--- src/lfzv_pkg.sv ---
// ----------------------------------------------------------------------------
// lfzv_pkg: shared types and constants of the log frame varint encoder
// Holds the slot classification, the queue item format and frame constants.
// ----------------------------------------------------------------------------
`default_nettype none

package lfzv_pkg;

    localparam int unsigned SLOT_W     = 6;
    localparam int unsigned FIXED_W    = 40;
    localparam int unsigned RAW_W      = 32;
    localparam int unsigned OPND_W     = FIXED_W + 1;
    localparam int unsigned SCALE_W    = 11;
    localparam int unsigned PROD_W     = OPND_W + SCALE_W;
    localparam int unsigned THR_W      = 11;

    localparam logic [SLOT_W-1:0]  SLOT_COUNT    = 6'd42;
    localparam logic [7:0]         MARKER_BYTE   = 8'h49;
    localparam logic [SCALE_W-1:0] SCALE_GYRO    = 11'd10;
    localparam logic [SCALE_W-1:0] SCALE_UNIT    = 11'd1;
    localparam logic [SCALE_W-1:0] SCALE_PID     = 11'd1000;
    localparam logic [SCALE_W-1:0] SCALE_RC      = 11'd500;
    localparam logic [SCALE_W-1:0] MOTOR_SPAN    = 11'd1999;
    localparam logic [RAW_W-1:0]   MOTOR_BASE    = 32'd48;
    localparam logic [RAW_W-1:0]   THROTTLE_BASE = 32'd1000;
    localparam logic [RAW_W-1:0]   SCHEMA_ID     = 32'd1;

    // Entries of the item queue between front and back.
    localparam int unsigned Q_DEPTH = 4;
    localparam int unsigned Q_AW    = $clog2(Q_DEPTH);

    // How a slot turns into its emitted value.
    localparam logic [2:0] K_RAW   = 3'd0;  // value_raw, held iteration or schema id, unsigned
    localparam logic [2:0] K_QUANT = 3'd1;  // scaled and rounded, zigzagged
    localparam logic [2:0] K_MOTOR = 3'd2;  // motor mapping, zigzagged
    localparam logic [2:0] K_THROT = 3'd3;  // quantized throttle, also held
    localparam logic [2:0] K_THR31 = 3'd4;  // held throttle plus base

    // Range check applied to the fixed-point operand.
    localparam logic [1:0] R_NONE = 2'd0;
    localparam logic [1:0] R_UNIT = 2'd1;   // 0 <= x <= 1
    localparam logic [1:0] R_SYM  = 2'd2;   // -1 <= x <= 1

    typedef struct packed {
        logic [2:0]         kind;
        logic [SCALE_W-1:0] scale;
        logic               chk_fin;
        logic [1:0]         rng;
        logic               marker;
        logic               frame_end;
        logic               frame_start;
    } t_cls;

    typedef struct packed {
        logic [RAW_W-1:0] uval;
        logic             marker;
        logic             bad;
    } t_qitem;

endpackage

`default_nettype wire

--- src/log_frame_zigzag_varint_encoder.sv ---
// ----------------------------------------------------------------------------
// log_frame_zigzag_varint_encoder: flight log frame field encoder
// The slave stream takes one frame field per item, slots 0 to 41 in order.
// Each field is quantized or derived, zigzag mapped where signed, and sent
// out as little-endian base-128 varint bytes, one byte per master item, with
// an 'I' marker byte ahead of slot 0. tlast marks the final byte of a field;
// tuser is set on the final byte of slot 41 when any field of the frame
// failed its checks. Slots 42 to 63 are dropped without output.
// The first byte of a field passes the operand, product, queue, serializer
// and output registers after its item is taken. Bytes leave at one per
// cycle while the master side is ready; a field is one to five bytes, plus
// the marker for slot 0. The serializer sets the pace; a four-entry
// queue lets the quantizer keep taking items while bytes drain.
// When the master side stalls, the output byte holds and the queue fills;
// the slave side then stalls once the pipeline behind it is full.
// Reset clears the held setpoint, gyro, throttle and iteration values, the
// frame error flag, the queue and all valid flags.
// ----------------------------------------------------------------------------
`default_nettype none

module log_frame_zigzag_varint_encoder
    import lfzv_pkg::*;
#(
    parameter int unsigned FRAC_BITS = 16
) (
    input  wire logic        i_clk,
    input  wire logic        i_rst_n,
    input  wire logic        s_axis_tvalid,
    output logic             s_axis_tready,
    input  wire logic [71:0] s_axis_tdata,  // value_fixed[39:0], value_raw[71:40]
    input  wire logic [6:0]  s_axis_tuser,  // slot[5:0], value_finite[6]
    output logic             m_axis_tvalid,
    input  wire logic        m_axis_tready,
    output logic [7:0]       m_axis_tdata,  // out_byte[7:0]
    output logic             m_axis_tlast,
    output logic [0:0]       m_axis_tuser   // frame_bad[0]
);

    logic   push, full, q_valid, pop, bad;
    t_qitem push_item, q_item;

    lfzv_front #(
        .FRAC_BITS (FRAC_BITS)
    ) u_front (
        .i_clk    (i_clk),
        .i_rst_n  (i_rst_n),
        .i_valid  (s_axis_tvalid),
        .o_ready  (s_axis_tready),
        .i_slot   (s_axis_tuser[5:0]),
        .i_fixed  (s_axis_tdata[39:0]),
        .i_raw    (s_axis_tdata[71:40]),
        .i_finite (s_axis_tuser[6]),
        .o_push   (push),
        .o_item   (push_item),
        .i_full   (full)
    );

    lfzv_queue u_queue (
        .i_clk   (i_clk),
        .i_rst_n (i_rst_n),
        .i_push  (push),
        .i_item  (push_item),
        .o_full  (full),
        .i_pop   (pop),
        .o_valid (q_valid),
        .o_item  (q_item)
    );

    lfzv_back u_back (
        .i_clk     (i_clk),
        .i_rst_n   (i_rst_n),
        .i_q_valid (q_valid),
        .i_q_item  (q_item),
        .o_q_pop   (pop),
        .o_valid   (m_axis_tvalid),
        .i_ready   (m_axis_tready),
        .o_byte    (m_axis_tdata),
        .o_last    (m_axis_tlast),
        .o_bad     (bad)
    );

    assign m_axis_tuser[0] = bad;

endmodule

`default_nettype wire

--- src/lfzv_front.sv ---
// ----------------------------------------------------------------------------
// lfzv_front: slot classification and quantization pipeline
// Takes field items, keeps the held frame state, scales and rounds the value
// in two registered stages and pushes the value to emit into the queue.
// ----------------------------------------------------------------------------
`default_nettype none

module lfzv_front
    import lfzv_pkg::*;
#(
    parameter int unsigned FRAC_BITS = 16
) (
    input  wire logic               i_clk,
    input  wire logic               i_rst_n,
    input  wire logic               i_valid,
    output logic                    o_ready,
    input  wire logic [SLOT_W-1:0]  i_slot,
    input  wire logic [FIXED_W-1:0] i_fixed,
    input  wire logic [RAW_W-1:0]   i_raw,
    input  wire logic               i_finite,
    output logic                    o_push,
    output t_qitem                  o_item,
    input  wire logic               i_full
);

    localparam logic signed [OPND_W-1:0] ONE     = OPND_W'(1) <<< FRAC_BITS;
    localparam logic        [PROD_W:0]   HALF    = (PROD_W+1)'(1) << (FRAC_BITS - 1);
    localparam logic        [PROD_W:0]   POS_MAX = (PROD_W+1)'(32'h7FFF_FFFF);
    localparam logic        [PROD_W:0]   NEG_MAX = (PROD_W+1)'(32'h8000_0000);

    // Held frame state.
    logic [FIXED_W-1:0] r_held_sp [3];
    logic [FIXED_W-1:0] r_held_gy [3];
    logic [RAW_W-1:0]   r_held_iter;
    logic [THR_W-1:0]   r_held_thr;
    logic               r_err;

    // Stage 1: operand.
    logic                     r_s1_v;
    logic signed [OPND_W-1:0] r_s1_x;
    logic [RAW_W-1:0]         r_s1_raw;
    logic                     r_s1_fin;
    t_cls                     r_s1_cls;

    // Stage 2: product.
    logic              r_s2_v;
    logic [PROD_W-1:0] r_s2_prod;
    logic              r_s2_neg;
    logic              r_s2_pos;
    logic              r_s2_pre_ok;
    logic [RAW_W-1:0]  r_s2_raw;
    t_cls              r_s2_cls;

    logic accept, s1_move, s2_move, slot_ok;
    t_cls cls;
    logic signed [OPND_W-1:0] opnd;
    logic [RAW_W-1:0]         raw_eff;
    logic [1:0]               ax;

    assign s2_move = r_s2_v && !i_full;
    assign s1_move = r_s1_v && (!r_s2_v || s2_move);
    assign o_ready = !r_s1_v || s1_move;
    assign accept  = i_valid && o_ready;
    assign slot_ok = i_slot < SLOT_COUNT;
    assign ax      = i_slot[1:0];

    always_comb begin
        cls = '{kind: K_QUANT, scale: SCALE_UNIT, chk_fin: 1'b1, rng: R_NONE,
                marker: 1'b0, frame_end: 1'b0, frame_start: 1'b0};
        case (i_slot) inside
            6'd0: begin
                cls.kind        = K_RAW;
                cls.marker      = 1'b1;
                cls.frame_start = 1'b1;
            end
            6'd1, [6'd35:6'd40]: cls.kind = K_RAW;
            6'd41: begin
                cls.kind      = K_RAW;
                cls.frame_end = 1'b1;
            end
            [6'd2:6'd7]:   cls.scale = SCALE_GYRO;
            [6'd8:6'd10]:  cls.scale = SCALE_UNIT;
            6'd11: begin
                cls.kind  = K_THROT;
                cls.scale = SCALE_PID;
                cls.rng   = R_UNIT;
            end
            [6'd12:6'd23]: cls.scale = SCALE_PID;
            [6'd24:6'd27]: begin
                cls.kind  = K_MOTOR;
                cls.scale = MOTOR_SPAN;
                cls.rng   = R_UNIT;
            end
            [6'd28:6'd30]: begin
                cls.scale = SCALE_RC;
                cls.rng   = R_SYM;
            end
            6'd31: begin
                cls.kind    = K_THR31;
                cls.chk_fin = 1'b0;
            end
            [6'd32:6'd34]: cls.chk_fin = 1'b0;
            default: cls.kind = K_RAW;
        endcase
    end

    // Setpoint minus gyro for the derived error slots, else the input value.
    always_comb begin
        if (i_slot >= 6'd32 && i_slot <= 6'd34) begin
            opnd = $signed({r_held_sp[ax][FIXED_W-1], r_held_sp[ax]})
                 - $signed({r_held_gy[ax][FIXED_W-1], r_held_gy[ax]});
        end else begin
            opnd = $signed({i_fixed[FIXED_W-1], i_fixed});
        end
        if (i_slot == 6'd40) begin
            raw_eff = r_held_iter;
        end else if (i_slot == 6'd41) begin
            raw_eff = SCHEMA_ID;
        end else begin
            raw_eff = i_raw;
        end
    end

    always_ff @(posedge i_clk) begin
        if (!i_rst_n) begin
            for (int k = 0; k < 3; k++) begin
                r_held_sp[k] <= '0;
                r_held_gy[k] <= '0;
            end
            r_held_iter <= '0;
        end else if (accept && slot_ok) begin
            if (i_slot == 6'd0) begin
                r_held_iter <= i_raw;
            end
            if (i_slot >= 6'd2 && i_slot <= 6'd4) begin
                r_held_gy[2'(i_slot - 6'd2)] <= i_fixed;
            end
            if (i_slot >= 6'd8 && i_slot <= 6'd10) begin
                r_held_sp[2'(i_slot - 6'd8)] <= i_fixed;
            end
        end
    end

    always_ff @(posedge i_clk) begin
        if (!i_rst_n) begin
            r_s1_v <= 1'b0;
        end else if (o_ready) begin
            r_s1_v <= accept && slot_ok;
        end
    end

    always_ff @(posedge i_clk) begin
        if (accept) begin
            r_s1_x   <= opnd;
            r_s1_raw <= raw_eff;
            r_s1_fin <= i_finite;
            r_s1_cls <= cls;
        end
    end

    // Stage 1 to 2: magnitude times scale, and the input checks.
    logic              neg;
    logic [OPND_W-1:0] mag;
    logic              rng_ok;

    assign neg = r_s1_x[OPND_W-1];
    assign mag = neg ? OPND_W'(-r_s1_x) : OPND_W'(r_s1_x);

    always_comb begin
        case (r_s1_cls.rng)
            R_UNIT:  rng_ok = !neg && r_s1_x <= ONE;
            R_SYM:   rng_ok = r_s1_x >= -ONE && r_s1_x <= ONE;
            default: rng_ok = 1'b1;
        endcase
    end

    always_ff @(posedge i_clk) begin
        if (!i_rst_n) begin
            r_s2_v <= 1'b0;
        end else if (!r_s2_v || s2_move) begin
            r_s2_v <= s1_move;
        end
    end

    always_ff @(posedge i_clk) begin
        if (s1_move) begin
            r_s2_prod   <= PROD_W'(mag) * PROD_W'(r_s1_cls.scale);
            r_s2_neg    <= neg;
            r_s2_pos    <= !neg && (r_s1_x != '0);
            r_s2_pre_ok <= (r_s1_fin || !r_s1_cls.chk_fin) && rng_ok;
            r_s2_raw    <= r_s1_raw;
            r_s2_cls    <= r_s1_cls;
        end
    end

    // Stage 2: round half away from zero, range check, zigzag.
    logic [PROD_W:0]  q;
    logic             ovf;
    logic [RAW_W-1:0] qs;
    logic [RAW_W-1:0] sval;
    logic             ok;
    logic             err_next;

    assign q   = ((PROD_W+1)'(r_s2_prod) + HALF) >> FRAC_BITS;
    assign ovf = r_s2_neg ? (q > NEG_MAX) : (q > POS_MAX);
    assign qs  = r_s2_neg ? RAW_W'(-q[RAW_W-1:0]) : q[RAW_W-1:0];

    always_comb begin
        ok   = 1'b1;
        sval = '0;
        case (r_s2_cls.kind)
            K_RAW: begin
                ok = 1'b1;
            end
            K_THR31: begin
                sval = THROTTLE_BASE + RAW_W'(r_held_thr);
            end
            K_MOTOR: begin
                ok = r_s2_pre_ok;
                if (ok && r_s2_pos) begin
                    sval = MOTOR_BASE + RAW_W'(r_s2_prod >> FRAC_BITS);
                end
            end
            default: begin
                ok   = r_s2_pre_ok && !ovf;
                sval = ok ? qs : '0;
            end
        endcase
    end

    assign err_next = (r_err && !r_s2_cls.frame_start) || !ok;

    always_comb begin
        o_item.marker = r_s2_cls.marker;
        o_item.bad    = r_s2_cls.frame_end && err_next;
        if (r_s2_cls.kind == K_RAW) begin
            o_item.uval = r_s2_raw;
        end else begin
            o_item.uval = {sval[RAW_W-2:0], 1'b0} ^ {RAW_W{sval[RAW_W-1]}};
        end
    end

    assign o_push = s2_move;

    always_ff @(posedge i_clk) begin
        if (!i_rst_n) begin
            r_err      <= 1'b0;
            r_held_thr <= '0;
        end else if (s2_move) begin
            r_err <= r_s2_cls.frame_end ? 1'b0 : err_next;
            if (r_s2_cls.kind == K_THROT) begin
                r_held_thr <= ok ? qs[THR_W-1:0] : '0;
            end
        end
    end

endmodule

`default_nettype wire

--- src/lfzv_queue.sv ---
// ----------------------------------------------------------------------------
// lfzv_queue: short item queue between front and back
// A small register queue that lets front and back stall independently.
// ----------------------------------------------------------------------------
`default_nettype none

module lfzv_queue
    import lfzv_pkg::*;
(
    input  wire logic i_clk,
    input  wire logic i_rst_n,
    input  wire logic i_push,
    input  t_qitem    i_item,
    output logic      o_full,
    input  wire logic i_pop,
    output logic      o_valid,
    output t_qitem    o_item
);

    t_qitem             r_mem [Q_DEPTH];
    logic [Q_AW-1:0]    r_wr;
    logic [Q_AW-1:0]    r_rd;
    logic [Q_AW:0]      r_cnt;

    assign o_full  = r_cnt == (Q_AW+1)'(Q_DEPTH);
    assign o_valid = r_cnt != '0;
    assign o_item  = r_mem[r_rd];

    always_ff @(posedge i_clk) begin
        if (i_push) begin
            r_mem[r_wr] <= i_item;
        end
    end

    always_ff @(posedge i_clk) begin
        if (!i_rst_n) begin
            r_wr  <= '0;
            r_rd  <= '0;
            r_cnt <= '0;
        end else begin
            if (i_push) begin
                r_wr <= r_wr + 1'b1;
            end
            if (i_pop) begin
                r_rd <= r_rd + 1'b1;
            end
            if (i_push && !i_pop) begin
                r_cnt <= r_cnt + 1'b1;
            end else if (i_pop && !i_push) begin
                r_cnt <= r_cnt - 1'b1;
            end
        end
    end

endmodule

`default_nettype wire

--- src/lfzv_back.sv ---
// ----------------------------------------------------------------------------
// lfzv_back: varint byte serializer
// Pops one value at a time and emits the marker and base-128 bytes, one per
// cycle while the output register is free, through a registered output.
// ----------------------------------------------------------------------------
`default_nettype none

module lfzv_back
    import lfzv_pkg::*;
(
    input  wire logic i_clk,
    input  wire logic i_rst_n,
    input  wire logic i_q_valid,
    input  t_qitem    i_q_item,
    output logic      o_q_pop,
    output logic      o_valid,
    input  wire logic i_ready,
    output logic [7:0] o_byte,
    output logic      o_last,
    output logic      o_bad
);

    logic             r_busy;
    logic [RAW_W-1:0] r_val;
    logic             r_mark;
    logic             r_bad;
    logic             r_ovalid;
    logic [7:0]       r_obyte;
    logic             r_olast;
    logic             r_obad;

    logic       out_free, emit, more, done, load;
    logic [7:0] byte_n;

    assign out_free = !r_ovalid || i_ready;
    assign emit     = r_busy && out_free;
    assign more     = |r_val[RAW_W-1:7];
    assign done     = emit && !r_mark && !more;
    assign load     = i_q_valid && (!r_busy || done);
    assign o_q_pop  = load;
    assign byte_n   = r_mark ? MARKER_BYTE : {more, r_val[6:0]};

    always_ff @(posedge i_clk) begin
        if (!i_rst_n) begin
            r_busy <= 1'b0;
        end else if (load) begin
            r_busy <= 1'b1;
        end else if (done) begin
            r_busy <= 1'b0;
        end
    end

    always_ff @(posedge i_clk) begin
        if (load) begin
            r_val  <= i_q_item.uval;
            r_mark <= i_q_item.marker;
            r_bad  <= i_q_item.bad;
        end else if (emit) begin
            if (r_mark) begin
                r_mark <= 1'b0;
            end else begin
                r_val <= r_val >> 7;
            end
        end
    end

    always_ff @(posedge i_clk) begin
        if (!i_rst_n) begin
            r_ovalid <= 1'b0;
        end else if (emit) begin
            r_ovalid <= 1'b1;
        end else if (i_ready) begin
            r_ovalid <= 1'b0;
        end
    end

    always_ff @(posedge i_clk) begin
        if (emit) begin
            r_obyte <= byte_n;
            r_olast <= !r_mark && !more;
            r_obad  <= !r_mark && !more && r_bad;
        end
    end

    assign o_valid = r_ovalid;
    assign o_byte  = r_obyte;
    assign o_last  = r_olast;
    assign o_bad   = r_obad;

endmodule

`default_nettype wire
--- config.mk ---
export PLATFORM = sky130hd
export DESIGN_NAME = log_frame_zigzag_varint_encoder
export DESIGN_NICKNAME = d
export VERILOG_FILES = /design/src/lfzv_pkg.sv /design/src/log_frame_zigzag_varint_encoder.sv /design/src/lfzv_front.sv /design/src/lfzv_queue.sv /design/src/lfzv_back.sv
export SDC_FILE = /design/constraint.sdc
export NUM_CORES = 2
export LEC_CHECK = 0
export ABC_CLOCK_PERIOD_IN_PS = 8600
export BUFFER_PORTS_ARGS = -buffer_cell sky130_fd_sc_hd__buf_4
export CAP_MARGIN = 40
export CORE_MARGIN = 1.5
export CORE_UTILIZATION = 50
export DETAILED_ROUTE_END_ITERATION = 8
export PLACE_DENSITY = 0.69
export SLEW_MARGIN = 20
export SYNTH_ARGS = -nofsm -noshare
export SYNTH_HDL_FRONTEND = slang
export SYNTH_SLANG_ARGS = --single-unit
--- constraint.sdc ---
create_clock -name i_clk -period 8.6 [get_ports i_clk]
set_input_delay 0.43 -clock i_clk [delete_from_list [all_inputs] [get_ports i_clk]]
set_output_delay 0.43 -clock i_clk [all_outputs]
set_load 0.1 [all_outputs]
==> impl_results.md <==
- Clock sink count: approximately 720
- Ratio of cells with drive above 1 in the final layout: approximately 13%
- Via Count: between 30000 and 40000
- Crit path buf inv count: 5
- Leak: 0.0216 uW
- Insertion delay to the later sink of the worst-skew pair: a little under 0.7 ns
- Yosys top cell area share: 42.3%
- Status: finished clean
- CORE AREA: between 0.09 and 0.1 mm^2
- Per-cell routed wire length: 19.3 um
- Global route overflow: 0
- Largest family of logic cells by synthesized area: adder cells
- Maximum fanout along the worst path: 5
- Most Frequent Cell on Critical Path: fa_1
- Initial antenna violation count: 3
- Ys async rst share: 0%
- Pwr Density: 321 mW/mm^2
- Area Growth Syn to Fin: 13.2%
- Crit path capture type: register
- Antenna Nets Post-Route: 0
- Cell Rows: between 100 and 150
- Nets: about 4900
- Hold Fails Final Rpt: 0
- Simple-gate share of the synthesized area: between 10% and 20%
- IO Port Bufs: between 90 and 100
- Worst-margin pin slew: about 0.8 ns
- CP max stage cell: or4_4
- Cell taking the most area after synthesis: edfxtp_1
- Seq cells post-synth: 723
- Fin area: 0.0536 mm^2
- Final min period: approximately 8.3 ns
- Largest net degree at the start of global routing: 80
- CP startpoint kind: register
- Synth cell types: slightly above 90
- Setup TNS: 0 ns
- Avg Cell Area, Syn: roughly 12 um^2
- Critical Path RT: 9.00 ns
- Die Wd: between 300 and 400 um
- DR iter-0 viols: 1984
- XOR/XNOR Fraction of Synth Area: between 4 and 5%
- Fmax: 120 MHz
- Cells after Synth: slightly above 4000
- EDFF count, synth: 666
- Multi-input gate area: roughly 0.024 mm^2
- Filler cells: approximately 7800
- Synth Area in Compound Gates: under 10%
- Clock transition at path regs: around 0.06 ns
- Drt total wl: 108000 um
- CTS tree: built
- Largest stage delay, worst path: between 0.5 and 0.6 ns
- Place WS: -0.00434 ns
- FF/Latch Area: 0.0211 mm^2
- Worst Setup Path Type: register to register
- Mux contribution to synthesized area: just over 6%
- Clock buffer depth: 3
- Vias in the first global route: 31900
- WP data arrival: about 8.7 ns
- Period Utilization, post-route: between 90% and 100%
- Hold Path Class: primary input to register
- Initial Util: about half
- Pre-Repair DR Iteration Count: 5
- Crit-path leading delay family: adder cells
- Ports: 95
- Max-Cap Viols: 0
- Adder-Cell Fraction of Synth Area: between 15 and 20%
- Synth warnings: 0
- Top cells by area, synth: edfxtp_1, fa_1, mux4_2
- Placed instance area: roughly 0.05 mm^2
- Skew final: about 0.03 ns
- Ys flop type: edfxtp_1
- H-tree levels: 3
- Setup Viol. Count Final: 0
- Root buffer cell: clkbuf_16
- Die area: ~0.097 mm^2
- GPL Wtd Cong: between 0.9 and 1
- Fin worst setup slack: 0.278 ns
- Mapped Area: between 0.04 and 0.05 mm^2
- Sequential element share of the synthesized area: 44.7%
- Height of the die: roughly 310 um
- TritonCTS buffer count: 78
- Vias per cell: around 5.4
- Max transition margin: a little under half
- DRC: 0
- Max Slew Vio Count: 0
- Worst ir drop on vdd: between 300 and 400 uV
- First-pass GRT wire length: 175000 um
- Post-DP HPWL: ~78000 um
- GRT Overall Usage: a little under a quarter
-- registers in the layout (all words and copies together) (netlist names), 2 cells and up, named ones only --
signal	cells
u_front.r_held_gy	160
u_front.r_s1_x	41
u_front.r_held_thr	11
u_queue.r_mem	136
u_front.r_s2_cls	4
u_front.r_s2_raw	32
u_front.r_held_sp	160
u_queue.r_cnt	3
u_front.r_s1_cls	15
u_back.r_val	32
u_queue.r_wr	2
u_queue.r_rd	2
u_front.r_s2_prod	37
u_front.r_s1_raw	32
u_front.r_held_iter	32
u_back.o_byte	8
-- logic make-up after synthesis --
logic type	after synthesis
buffers and inverters	629
multiplexers	147
other	1
AND/OR/NAND/NOR	1390
flip-flops	723
adder cells (fa/ha/maj)	491
XOR/XNOR	230
AO/OA/AOI/OAI	453
-- synthesized netlist by cell type, drive strengths merged, types with 29 or more instances --
cell and number:
nand3b 34, xor2 67, and2 389, nand4 41, a21boi 41, inv 437, mux2 29, nand2b 33
dfxtp 57, nand2 560, clkbuf 156, nand3 44, o21ai 130, fa 351, a21o 42, nor3 44
ha 140, mux4 114, a21oi 94, edfxtp 666, nor2 106, buf 35, xnor2 163, nor2b 31
-- final timing paths --
kind | startpoint | end | slack (ns) | cells after the start
worst max-delay path | u_front.r_s1_x[5]$_DFFE_PP_ | u_front.r_s2_prod[49]$_DFFE_PP_ | 0.28 | 31
worst min-delay path | s_axis_tdata[39] | u_front.r_held_gy[3][39]$_DFFE_PP_ | 0.04 | 1
worst max register to register | u_front.r_s1_x[5]$_DFFE_PP_ | u_front.r_s2_prod[49]$_DFFE_PP_ | 0.28 | 31
worst min register to register | u_front.r_s1_raw[22]$_DFFE_PP_ | u_front.r_s2_raw[22]$_DFFE_PP_ | 0.42 | 0
-- layout by cell type, fill, tap and decap left out, drive strengths merged, types with 31 or more instances in the layout --
cell type,Yosys,final
nand2,560,560
a21o,42,42
xor2,67,67
dfxtp,57,57
dlygate4sd3,0,44
fa,351,351
a21boi,41,41
xnor2,163,165
mux4,114,114
nor2b,31,31
nand2b,33,33
inv,437,442
nand3,44,44
ha,140,140
a21oi,94,94
nand3b,34,34
edfxtp,666,666
nor3,44,44
o21ai,130,130
nor2,106,106
nand4,41,41
buf,35,223
conb,1,80
clkbuf,156,98
and2,389,389
-- area by class of cell --
class | instances | share of cell area (%)
tap | 1254 | 2.93
timing repair buffer | 267 | 4.11
sequential | 723 | 39.5
clock inverter | 44 | 0.953
inverter | 438 | 3.07
clock buffer | 98 | 3.86
multi-input combinational | 2793 | 45.6
antenna | 2 | 0.00934
-- stage by stage --
step           utilization [%]  power (uW)  std cells  hold WS (ns)
2_1_floorplan                -       11700       4143         0.400
3_3_place_gp              53.4       13600       5407         0.402
3_5_place_dp              53.6       13800       5420         0.405
4_1_cts                   56.8       17200       5606      0.000827
5_1_grt                   57.2       18700       5618        0.0214
6_report                  57.2       17200       5619        0.0414
-- where the power goes --
part,switching (uW),internal (uW)
Clock,1410,1940
Combinational,4990,3860
Sequential,353,4650
Total,6760,10400
-- metal layers --
layer	wire length [um]	track usage, %	vias to the layer above
li1	-	-	14300
met1	45700	30.0	15300
met2	53900	39.2	842
met3	5420	3.13	204
met4	3420	7.75	4
met5	31	0	-
-- what timing repair did --
| item | 4_1_cts | 5_1_grt |
|---|---|---|
| endpoints found under the setup margin | 2 | 13 |
| cloned | 0 | 2 |
| resized for setup | 3 | 43 |
| hold buffers | 44 | 0 |
| setup buffers | 0 | 6 |
| endpoints found under the hold margin | 81 | 0 |
| pin swaps | 1 | 15 |
Power figures use the tool's default switching activity.
